<file path="src/rtl/core/lqvt_pkg.sv">
package lqvt_pkg;

   localparam int FIFO_DEPTH_DEF  = 64;
   localparam int LEASE_SLOTS_DEF = 16;
   localparam logic [15:0] TIMEOUT_RESET = 16'd1000;

   typedef enum logic [1:0] {
      REQ_PUBLISH = 2'd0,
      REQ_RECEIVE = 2'd1,
      REQ_ACK     = 2'd2,
      REQ_TICK    = 2'd3
   } req_kind_type;

   typedef enum logic [1:0] {
      ST_OK      = 2'd0,
      ST_EMPTY   = 2'd1,
      ST_UNKNOWN = 2'd2,
      ST_FULL    = 2'd3
   } status_type;

   // controller -> datapath
   typedef struct packed {
      logic load;        // capture request word
      logic do_publish;  // write fifo tail
      logic rd_head;     // issue fifo head read
      logic do_receive;  // commit receive into lease slot
      logic do_ack;      // free matched slot
      logic tick_clear;  // start tick scan
      logic tick_step;   // process scan slot
      logic tick_push;   // write expired lease to fifo tail
      logic set_status;
      status_type status;
   } cmd_type;

   // datapath -> controller
   typedef struct packed {
      req_kind_type kind;
      logic fifo_room;
      logic fifo_nonempty;
      logic slot_free;
      logic ack_match;
      logic scan_last;
      logic scan_expire;
   } stat_type;

endpackage

</file>
<file path="src/rtl/core/lqvt_if.sv">
interface lqvt_req_if;
   logic        valid;
   logic        ready;
   logic [1:0]  req_type;
   logic [31:0] payload;
   logic [11:0] handle;
   modport source (output valid, req_type, payload, handle, input ready);
   modport sink   (input valid, req_type, payload, handle, output ready);
endinterface

interface lqvt_rsp_if;
   logic        valid;
   logic        ready;
   logic [1:0]  status;
   logic [31:0] out_payload;
   logic [7:0]  receive_count;
   logic [11:0] out_handle;
   logic [4:0]  requeued_count;
   modport source (output valid, status, out_payload, receive_count, out_handle,
                   requeued_count, input ready);
   modport sink   (input valid, status, out_payload, receive_count, out_handle,
                   requeued_count, output ready);
endinterface

</file>
<file path="src/rtl/core/lqvt_datapath.sv">
module lqvt_datapath #(
   parameter int FIFO_DEPTH  = lqvt_pkg::FIFO_DEPTH_DEF,
   parameter int LEASE_SLOTS = lqvt_pkg::LEASE_SLOTS_DEF
) (
   input  logic               clock,
   input  logic               reset,
   input  logic [15:0]        timeout,
   input  logic [1:0]         in_type,
   input  logic [31:0]        in_payload,
   input  logic [11:0]        in_handle,
   input  lqvt_pkg::cmd_type  cmd,
   output lqvt_pkg::stat_type stat,
   output logic [1:0]         o_status,
   output logic [31:0]        o_payload,
   output logic [7:0]         o_count,
   output logic [11:0]        o_handle,
   output logic [4:0]         o_requeued
);
   localparam int FA = (FIFO_DEPTH > 1) ? $clog2(FIFO_DEPTH) : 1;
   localparam int FC = $clog2(FIFO_DEPTH + 1);
   localparam int SA = (LEASE_SLOTS > 1) ? $clog2(LEASE_SLOTS) : 1;
   localparam int SC = $clog2(LEASE_SLOTS + 1);

   logic [31:0] fifo_pay_mem [FIFO_DEPTH];
   logic [7:0]  fifo_cnt_mem [FIFO_DEPTH];
   logic [31:0] head_pay_ff;
   logic [7:0]  head_cnt_ff;

   logic [FA-1:0] head_ff, head_in;
   logic [FC-1:0] fill_ff, fill_in;
   logic [SC-1:0] held_ff, held_in;
   logic [LEASE_SLOTS-1:0] valid_ff, valid_in;
   logic [7:0]  gen_ff [LEASE_SLOTS];
   logic [31:0] spay_ff [LEASE_SLOTS];
   logic [7:0]  scnt_ff [LEASE_SLOTS];
   logic [15:0] srem_ff [LEASE_SLOTS];

   logic [1:0]  type_ff;
   logic [31:0] rpay_ff;
   logic [11:0] rhnd_ff;
   logic [SA-1:0] scan_ff;
   logic [4:0]  req_ff;

   logic [FA-1:0] tail;
   logic [SA-1:0] free_idx;
   logic          free_any;
   logic [SA-1:0] ack_idx;
   logic          ack_ok;
   logic [31:0]   push_pay;
   logic [7:0]    push_cnt;
   logic [FC:0]   tail_sum;
   logic [7:0]    cnt_inc;

   always_comb begin
      free_idx = '0;
      free_any = 1'b0;
      for (int i = LEASE_SLOTS - 1; i >= 0; i--) begin
         if (!valid_ff[i]) begin
            free_idx = SA'(i);
            free_any = 1'b1;
         end
      end
   end

   assign tail_sum = (FC+1)'(head_ff) + (FC+1)'(fill_ff);
   assign tail = (tail_sum >= (FC+1)'(FIFO_DEPTH)) ?
                 FA'(tail_sum - (FC+1)'(FIFO_DEPTH)) : FA'(tail_sum);

   assign ack_idx = SA'(rhnd_ff[3:0]);
   assign ack_ok = ({28'd0, rhnd_ff[3:0]} < 32'(LEASE_SLOTS)) && valid_ff[ack_idx]
                   && (gen_ff[ack_idx] == rhnd_ff[11:4]);

   assign push_pay = cmd.tick_push ? spay_ff[scan_ff] : rpay_ff;
   assign push_cnt = cmd.tick_push ? scnt_ff[scan_ff] : 8'd0;
   assign cnt_inc  = (head_cnt_ff == 8'hFF) ? head_cnt_ff : head_cnt_ff + 8'd1;

   assign stat.kind          = lqvt_pkg::req_kind_type'(type_ff);
   assign stat.fifo_room     = ((FC+1)'(fill_ff) + (FC+1)'(held_ff)) < (FC+1)'(FIFO_DEPTH);
   assign stat.fifo_nonempty = fill_ff != '0;
   assign stat.slot_free     = free_any;
   assign stat.ack_match     = ack_ok;
   assign stat.scan_last     = 32'(scan_ff) == 32'(LEASE_SLOTS - 1);
   assign stat.scan_expire   = valid_ff[scan_ff] && (srem_ff[scan_ff] <= 16'd1);

   always_ff @(posedge clock) begin
      if (cmd.do_publish || cmd.tick_push) begin
         fifo_pay_mem[tail] <= push_pay;
         fifo_cnt_mem[tail] <= push_cnt;
      end
      if (cmd.rd_head) begin
         head_pay_ff <= fifo_pay_mem[head_ff];
         head_cnt_ff <= fifo_cnt_mem[head_ff];
      end
   end

   always_comb begin
      head_in  = head_ff;
      fill_in  = fill_ff;
      held_in  = held_ff;
      valid_in = valid_ff;
      if (cmd.do_publish || cmd.tick_push)
         fill_in = fill_ff + FC'(1);
      if (cmd.tick_push) begin
         valid_in[scan_ff] = 1'b0;
         held_in = held_ff - SC'(1);
      end
      if (cmd.do_receive) begin
         head_in = (32'(head_ff) == FIFO_DEPTH - 1) ? '0 : head_ff + FA'(1);
         fill_in = fill_ff - FC'(1);
         valid_in[free_idx] = 1'b1;
         held_in = held_ff + SC'(1);
      end
      if (cmd.do_ack) begin
         valid_in[ack_idx] = 1'b0;
         held_in = held_ff - SC'(1);
      end
   end

   always_ff @(posedge clock) begin
      if (reset) begin
         head_ff  <= '0;
         fill_ff  <= '0;
         held_ff  <= '0;
         valid_ff <= '0;
         for (int i = 0; i < LEASE_SLOTS; i++) gen_ff[i] <= 8'd0;
      end else begin
         head_ff  <= head_in;
         fill_ff  <= fill_in;
         held_ff  <= held_in;
         valid_ff <= valid_in;
         if (cmd.do_receive) gen_ff[free_idx] <= gen_ff[free_idx] + 8'd1;
      end
   end

   always_ff @(posedge clock) begin
      if (cmd.load) begin
         type_ff <= in_type;
         rpay_ff <= in_payload;
         rhnd_ff <= in_handle;
      end
      if (cmd.do_receive) begin
         spay_ff[free_idx] <= head_pay_ff;
         scnt_ff[free_idx] <= cnt_inc;
         srem_ff[free_idx] <= timeout;
      end
      if (cmd.tick_step && valid_ff[scan_ff] && !stat.scan_expire)
         srem_ff[scan_ff] <= srem_ff[scan_ff] - 16'd1;
      if (cmd.tick_clear) begin
         scan_ff <= '0;
         req_ff  <= '0;
      end else if (cmd.tick_step) begin
         if (!stat.scan_last) scan_ff <= scan_ff + SA'(1);
         if (cmd.tick_push) req_ff <= req_ff + 5'd1;
      end
      if (cmd.set_status) begin
         o_status   <= cmd.status;
         o_payload  <= 32'd0;
         o_count    <= 8'd0;
         o_handle   <= 12'd0;
         o_requeued <= 5'd0;
         if (cmd.do_receive) begin
            o_payload <= head_pay_ff;
            o_count   <= cnt_inc;
            o_handle  <= {gen_ff[free_idx] + 8'd1, 4'(free_idx)};
         end
         if (lqvt_pkg::req_kind_type'(type_ff) == lqvt_pkg::REQ_TICK)
            o_requeued <= req_ff + (cmd.tick_push ? 5'd1 : 5'd0);
      end
   end

   a_fill_bound: assert property (@(posedge clock) disable iff (reset)
      ((FC+1)'(fill_ff) + (FC+1)'(held_ff)) <= (FC+1)'(FIFO_DEPTH))
      else $error("fifo plus leases exceed depth");
   a_held_count: assert property (@(posedge clock) disable iff (reset)
      32'(held_ff) == $countones(valid_ff))
      else $error("lease count mismatch");
   a_recv_nonempty: assert property (@(posedge clock) disable iff (reset)
      cmd.do_receive |-> (fill_ff != '0) && free_any)
      else $error("receive without message or slot");
   a_ack_valid: assert property (@(posedge clock) disable iff (reset)
      cmd.do_ack |=> !valid_ff[$past(ack_idx)])
      else $error("ack did not free slot");
endmodule

</file>
<file path="src/rtl/core/lqvt_ctrl.sv">
module lqvt_ctrl (
   input  logic               clock,
   input  logic               reset,
   input  logic               req_valid,
   output logic               req_ready,
   output logic               rsp_valid,
   input  logic               rsp_ready,
   input  lqvt_pkg::stat_type stat,
   output lqvt_pkg::cmd_type  cmd
);
   typedef enum logic [5:0] {
      S_IDLE = 6'b000001,
      S_DEC  = 6'b000010,
      S_HEAD = 6'b000100,
      S_RECV = 6'b001000,
      S_TICK = 6'b010000,
      S_RESP = 6'b100000
   } state_type;

   state_type state_ff, state_in;

   assign req_ready = state_ff == S_IDLE;
   assign rsp_valid = state_ff == S_RESP;

   always_comb begin
      state_in = state_ff;
      cmd = '0;
      cmd.status = lqvt_pkg::ST_OK;
      case (state_ff)
         S_IDLE: begin
            if (req_valid) begin
               cmd.load = 1'b1;
               state_in = S_DEC;
            end
         end
         S_DEC: begin
            cmd.set_status = 1'b1;
            state_in = S_RESP;
            case (stat.kind)
               lqvt_pkg::REQ_PUBLISH: begin
                  if (stat.fifo_room) cmd.do_publish = 1'b1;
                  else cmd.status = lqvt_pkg::ST_FULL;
               end
               lqvt_pkg::REQ_RECEIVE: begin
                  if (!stat.fifo_nonempty) cmd.status = lqvt_pkg::ST_EMPTY;
                  else if (!stat.slot_free) cmd.status = lqvt_pkg::ST_FULL;
                  else begin
                     cmd.set_status = 1'b0;
                     cmd.rd_head = 1'b1;
                     state_in = S_HEAD;
                  end
               end
               lqvt_pkg::REQ_ACK: begin
                  if (stat.ack_match) cmd.do_ack = 1'b1;
                  else cmd.status = lqvt_pkg::ST_UNKNOWN;
               end
               default: begin
                  cmd.set_status = 1'b0;
                  cmd.tick_clear = 1'b1;
                  state_in = S_TICK;
               end
            endcase
         end
         S_HEAD: state_in = S_RECV;
         S_RECV: begin
            cmd.do_receive = 1'b1;
            cmd.set_status = 1'b1;
            state_in = S_RESP;
         end
         S_TICK: begin
            cmd.tick_step = 1'b1;
            cmd.tick_push = stat.scan_expire;
            if (stat.scan_last) begin
               cmd.set_status = 1'b1;
               state_in = S_RESP;
            end
         end
         S_RESP: if (rsp_ready) state_in = S_IDLE;
         default: state_in = S_IDLE;
      endcase
   end

   always_ff @(posedge clock) begin
      if (reset) state_ff <= S_IDLE;
      else state_ff <= state_in;
   end

   a_onehot: assert property (@(posedge clock) disable iff (reset)
      !(req_ready && rsp_valid)) else $error("ready while response pending");
   a_resp_hold: assert property (@(posedge clock) disable iff (reset)
      rsp_valid && !rsp_ready |=> rsp_valid) else $error("response dropped");
   a_single_wr: assert property (@(posedge clock) disable iff (reset)
      !(cmd.do_publish && cmd.tick_push)) else $error("double fifo write");
endmodule

</file>
<file path="src/rtl/core/lease_queue_with_visibility_timeout.sv">
// Lease queue with visibility timeout. Requests arrive one word at a time on req and each
// yields exactly one rsp word; the block takes no new request until the previous response
// is taken. Receive reads the FIFO head through a registered memory read, and tick scans
// one lease slot per cycle; each expired lease writes the FIFO tail in its scan cycle.
// csr_wr_en with csr_wr_data sets visibility_timeout (reset value 1000); write it only
// while idle.
module lease_queue_with_visibility_timeout #(
   parameter int FIFO_DEPTH  = lqvt_pkg::FIFO_DEPTH_DEF,
   parameter int LEASE_SLOTS = lqvt_pkg::LEASE_SLOTS_DEF
) (
   input logic        clock,
   input logic        reset,
   lqvt_req_if.sink   req,
   lqvt_rsp_if.source rsp,
   input logic        csr_wr_en,
   input logic [15:0] csr_wr_data
);
   logic [15:0] timeout_ff;
   lqvt_pkg::cmd_type  cmd;
   lqvt_pkg::stat_type stat;

   always_ff @(posedge clock) begin
      if (reset) timeout_ff <= lqvt_pkg::TIMEOUT_RESET;
      else if (csr_wr_en) timeout_ff <= csr_wr_data;
   end

   lqvt_ctrl u_ctrl (
      .clock, .reset,
      .req_valid(req.valid), .req_ready(req.ready),
      .rsp_valid(rsp.valid), .rsp_ready(rsp.ready),
      .stat, .cmd
   );

   lqvt_datapath #(.FIFO_DEPTH(FIFO_DEPTH), .LEASE_SLOTS(LEASE_SLOTS)) u_dp (
      .clock, .reset,
      .timeout(timeout_ff),
      .in_type(req.req_type), .in_payload(req.payload), .in_handle(req.handle),
      .cmd, .stat,
      .o_status(rsp.status), .o_payload(rsp.out_payload), .o_count(rsp.receive_count),
      .o_handle(rsp.out_handle), .o_requeued(rsp.requeued_count)
   );
endmodule
</file>
<file path="src/flat_wrapper.sv">
// flat-port wrapper written by rule: the top's interface ports become plain ports
module lease_queue_with_visibility_timeout_flat 
#(
   parameter int FIFO_DEPTH  = lqvt_pkg::FIFO_DEPTH_DEF,
   parameter int LEASE_SLOTS = lqvt_pkg::LEASE_SLOTS_DEF
)
  (clock, reset, csr_wr_en, csr_wr_data, req_valid, req_req_type, req_payload, req_handle, req_ready, rsp_valid, rsp_status, rsp_out_payload, rsp_receive_count, rsp_out_handle, rsp_requeued_count, rsp_ready);
  lqvt_req_if req_i ();
  lqvt_rsp_if rsp_i ();
  input logic clock;
  input logic reset;
  input logic csr_wr_en;
  input logic [15:0] csr_wr_data;
  input wire logic [$bits(req_i.valid)-1:0] req_valid;
  input wire logic [$bits(req_i.req_type)-1:0] req_req_type;
  input wire logic [$bits(req_i.payload)-1:0] req_payload;
  input wire logic [$bits(req_i.handle)-1:0] req_handle;
  output wire logic [$bits(req_i.ready)-1:0] req_ready;
  output wire logic [$bits(rsp_i.valid)-1:0] rsp_valid;
  output wire logic [$bits(rsp_i.status)-1:0] rsp_status;
  output wire logic [$bits(rsp_i.out_payload)-1:0] rsp_out_payload;
  output wire logic [$bits(rsp_i.receive_count)-1:0] rsp_receive_count;
  output wire logic [$bits(rsp_i.out_handle)-1:0] rsp_out_handle;
  output wire logic [$bits(rsp_i.requeued_count)-1:0] rsp_requeued_count;
  input wire logic [$bits(rsp_i.ready)-1:0] rsp_ready;
  assign req_i.valid = req_valid;
  assign req_i.req_type = req_req_type;
  assign req_i.payload = req_payload;
  assign req_i.handle = req_handle;
  assign req_ready = req_i.ready;
  assign rsp_valid = rsp_i.valid;
  assign rsp_status = rsp_i.status;
  assign rsp_out_payload = rsp_i.out_payload;
  assign rsp_receive_count = rsp_i.receive_count;
  assign rsp_out_handle = rsp_i.out_handle;
  assign rsp_requeued_count = rsp_i.requeued_count;
  assign rsp_i.ready = rsp_ready;
  lease_queue_with_visibility_timeout #(.FIFO_DEPTH(FIFO_DEPTH), .LEASE_SLOTS(LEASE_SLOTS)) u_core (.clock(clock), .reset(reset), .req(req_i), .rsp(rsp_i), .csr_wr_en(csr_wr_en), .csr_wr_data(csr_wr_data));
endmodule
</file>
<file path="config.mk">
export PLATFORM = sky130hd
export DESIGN_NAME = lease_queue_with_visibility_timeout_flat
export DESIGN_NICKNAME = d
export VERILOG_FILES = /design/src/rtl/core/lqvt_pkg.sv /design/src/rtl/core/lqvt_if.sv /design/src/rtl/core/lqvt_datapath.sv /design/src/rtl/core/lqvt_ctrl.sv /design/src/rtl/core/lease_queue_with_visibility_timeout.sv /design/src/flat_wrapper.sv
export SDC_FILE = /design/constraint.sdc
export NUM_CORES = 2
export LEC_CHECK = 0
export BUFFER_PORTS_ARGS = -buffer_cell sky130_fd_sc_hd__buf_2
export CAP_MARGIN = 5
export CORE_AREA = 2 2 522 524
export DETAILED_ROUTE_END_ITERATION = 6
export DIE_AREA = 0 0 524 526
export GPL_TIMING_DRIVEN = 0
export PLACE_DENSITY_LB_ADDON = 0.25
export RECOVER_POWER = 25
export SYNTH_ARGS = -nofsm -noshare
export SYNTH_HDL_FRONTEND = slang
export SYNTH_SLANG_ARGS = --single-unit
</file>
<file path="constraint.sdc">
create_clock -name clock -period 8.7 [get_ports clock]
set_input_delay 1.74 -clock clock [delete_from_list [all_inputs] [get_ports clock]]
set_output_delay 1.74 -clock clock [all_outputs]
set_load 0.1 [all_outputs]
</file>
==> results.py <==
metrics = {
    "die": {
        "die_x_um": 524,
        "fp.dieH_um": 526,
        "boundaryPins": 128,
        "coreArea_um2": 270000,
        "die-area_um2": 276000,
        "num_rows": 191,
        "start_util_pct": 54.9,
    },
    "yosys": {
        "ys_warn_count": 0,
        "synth_ff_type": "edfxtp_1",
        "seq_area_frac_synth_pct": 76.6,
        "syn_nets": 6685,
        "yosys.area.top_type": "edfxtp_1",
        "synth_area_um2": 148000,
        "postSynthCellCount": 6588,
        "ys_top_cells_by_area": "edfxtp_1, mux4_2, dfxtp_1",
        "synth-edff-count": 3729,
        "synth-seq-cells": 3802,
        "ys_types": 86,
        "synthArstFlopShare_pct": 0,
        "synth_area_per_cell_um2": 22.5,
        "synth_top_area_share_pct": 75.6,
    },
    "cts": {
        "cts.path.max_buffers": 4,
        "cts_num_sinks": 3802,
        "insertion_delay_ns": 0.98,
        "post_cts_buffers": 0,
        "hold_buffers": 0,
        "cts_tree": "built",
        "cts.repair.resized": 0,
        "cts_max_level": 5,
        "cts.clk_slew.worst_paths_ns": 0.06,
        "cts-root-buf": "clkbuf_16",
        "cts_inserted_buffers": 380,
    },
    "timing": {
        "final_hold_viol_count": 0,
        "worstMarginPinSlew_ns": 3.24,
        "slew_viol_final": 727,
        "fin_crit_ns": 8.01,
        "relSlewSlack_pct": -116,
        "setup_viol": 0,
        "finClkSkew_ns": 0.0696,
        "fmax_mhz": 125,
        "hold_ws_ns": 0.514,
        "min_period_over_period_pct": 92.0,
        "rsz0062_at_grt": "false",
        "tns_ns": 0,
    },
    "min_path": {
        "hold_path.class": "register to register",
    },
    "placed_design": {
        "place_inst": 10465,
        "port_buffers": 126,
        "gp_congestion": 0.930,
        "place_hpwl_um": 262000,
    },
    "worst_setup_path": {
        "cp_slowest_cell": "nor2_4",
        "cp_cell_sequence": "buf_6 -> buf_4 -> buf_2 -> buf_2 -> clkbuf_1 -> mux4_2 -> mux4_2 -> inv_1 -> ha_1 -> o2111ai_1 -> or3b_1 -> and2_4 -> nor2_1 -> nand2_1 -> clkbuf_1 -> nor2_4 -> buf_12",
        "critical_path_buf_inv_count": 8,
        "cp.required_ns": 9.32,
        "cp.arrival_ns": 8.63,
        "cp_top_family": "buffers and inverters",
        "cp-start-kind": "register",
        "max_stage_delay_ns": 0.98,
        "path_max_fanout": 21,
        "critPathKind": "register to register",
        "crit_path_end_kind": "register",
    },
    "grt": {
        "grt_max_degree": 62,
        "antenna_found_initial": 21,
        "grt_pass1_vias": 74840,
        "grt_usage_pct": 29.8,
        "grt.overflow.total": 0,
        "grt_pass1_wl_um": 570000,
    },
    "layout": {
        "finalNetCount": 7379,
        "fillers": 17724,
        "syn_to_final_growth_pct": 14.2,
        "drive_gt1_share_pct": 27.4,
        "layout.cells.non_filler": 11176,
    },
    "pwr": {
        "switching_share_pct": 20.7,
        "p_switching_mw": 7.77,
        "internal_power_mw": 29.7,
        "max-vdd-ir-drop_v": 0.000188,
        "seq_power_share_pct": 54.2,
        "clockPowerShare_pct": 42.8,
        "p_leak_nw": 52.4,
        "comb_power_share_pct": 3.0,
        "powerDensity_nw_per_um2": 221,
    },
    "routing": {
        "dr.pass1.iters": 7,
        "drt-wirelength-per-cell_um": 36.6,
        "drc_errors": 3,
        "drt_wl_total_um": 409000,
        "avgViaCountPerCell": 6.68,
        "vias": 74657,
        "drtIter0Drc": 10905,
        "ant_nets": 0,
    },
    "run": {
        "maxCapViolCount": 35,
    },
    "outcome": {
        "status": "finished, violations left",
        "violations": "design-rule violations, max-capacitance violations, max-slew violations",
    },
}
[cell families (layout without fill, tap and decap cells)]
kind of cell	count (synthesis)	count (layout)	share of synthesized area, %
AOI/OAI and AO/OA	244	244	1.16
xor gates and xnor gates	64	64	0.379
adders and majority gates	30	30	0.264
buffers and inverters	393	1399	1.06
DFF	3802	3802	76.6
muxes	1218	1218	18.0
other	0	12	0
and+or+nand+nor	837	837	2.57
[Yosys cell counts, drive strengths merged (4+ instances only)]
cell type and number:
a32o 4, nand2b 8, a211oi 19, or2 18, and2 48, o31ai 10
a22oi 6, o211ai 13, a31o 5, ha 28, buf 116, edfxtp 3729
nor2 335, a32oi 7, dfxtp 73, nand2 218, nand4 19, mux4 1151
o22ai 18, a21oi 62, and3 19, nand3 59, nor3 38, a31oi 9
mux2i 59, and4 5, xor2 31, clkbuf 240, a21o 16, nor2b 30
o21ai 23, or4 4, nor4 4, a211o 9, mux2 8, nor3b 5
xnor2 33, or3 14, inv 34, o21a 7
[sequential cells by signal, summed over array words and instances (netlist names), 16 cells and up, named ones only]
signal	cells
u_core.u_dp.rpay_ff	32
u_core.u_dp.gen_ff	128
u_core.timeout_ff	16
u_core.u_dp.fifo_pay_mem	2048
u_core.u_dp.valid_ff	16
u_core.u_dp.spay_ff	512
u_core.u_dp.o_payload	32
u_core.u_dp.srem_ff	256
u_core.u_dp.fifo_cnt_mem	512
u_core.u_dp.head_pay_ff	32
u_core.u_dp.scnt_ff	128
[worst min-delay path, cell delays in order (launching register included)]
cell and delay (ns):
dfxtp_1 0.33, mux2i_1 0.07, nor2_1 0.08
[final cells by class]
cell class              count  area, µm²  share of cell area [%]
flip-flops and latches   3802     113000                    67.0
multi-input cells        2393      33800                    20.0
clock buffers             476      10000                    5.91
well taps                3570       4470                    2.64
repair buffers            312       3860                    2.28
clock inverters           218       2030                    1.20
plain buffers             356       1430                   0.845
inverters                  37        140                  0.0828
diodes                     12       30.0                  0.0177
[power groups by stage]
| stage | clock [mW] | combinational (mW) | sequential (mW) |
|---|---|---|---|
| after floorplan | 0 | 0.618 | 20.7 |
| after global placement | 0 | 0.984 | 20.7 |
| after detailed placement | 0 | 1.12 | 20.7 |
| after CTS | 16.2 | 1.13 | 20.3 |
| after global routing | 16.9 | 1.19 | 20.3 |
| final | 16.0 | 1.12 | 20.3 |
[through the flow]
stage	util, %	total power, mW	instance area [µm²]	worst slack [ns]
floorplan	-	21.3	148000	2.61
global placement	56.8	21.7	153000	-1.40
detailed placement	58.5	21.8	158000	1.32
CTS	63.0	37.6	170000	1.28
global route	62.7	38.3	169000	0.582
finish	62.7	37.4	169000	0.694
[layer usage]
| layer | GRT usage [%] | share of wire, % | vias up |
|---|---|---|---|
| met5 | 0 | 0.030 | - |
| met4 | 11.0 | 4.3 | 18 |
| met3 | 9.38 | 12 | 851 |
| met2 | 45.3 | 46 | 4855 |
| met1 | 41.0 | 37 | 39686 |
| li1 | - | - | 29247 |
[cell usage in the layout, fill, tap and decap left out, drive strengths merged, types with 48 or more instances in the layout]
master  netlist  layout
dfxtp        73      73
nor2        335     335
and2         48      48
mux4       1151    1151
a21oi        62      62
edfxtp     3729    3729
inv          34      48
nand2       218     218
clkbuf      240     842
nand3        59      59
clkinv        3     159
buf         116     302
mux2i        59      59
[worst paths after layout]
path,startpoint,endpoint,slack (ns),cells past startpoint
worst max register to register,register,u_core.u_dp.fifo_pay_mem[58][20],0.69,17
worst max-delay path,register,u_core.u_dp.fifo_pay_mem[58][20],0.69,17
worst min register to register,u_core.timeout_ff[13],u_core.timeout_ff[13],0.51,2
worst min-delay path,u_core.timeout_ff[13],u_core.timeout_ff[13],0.51,2
Note: power is estimated with default switching activity, not from simulation.
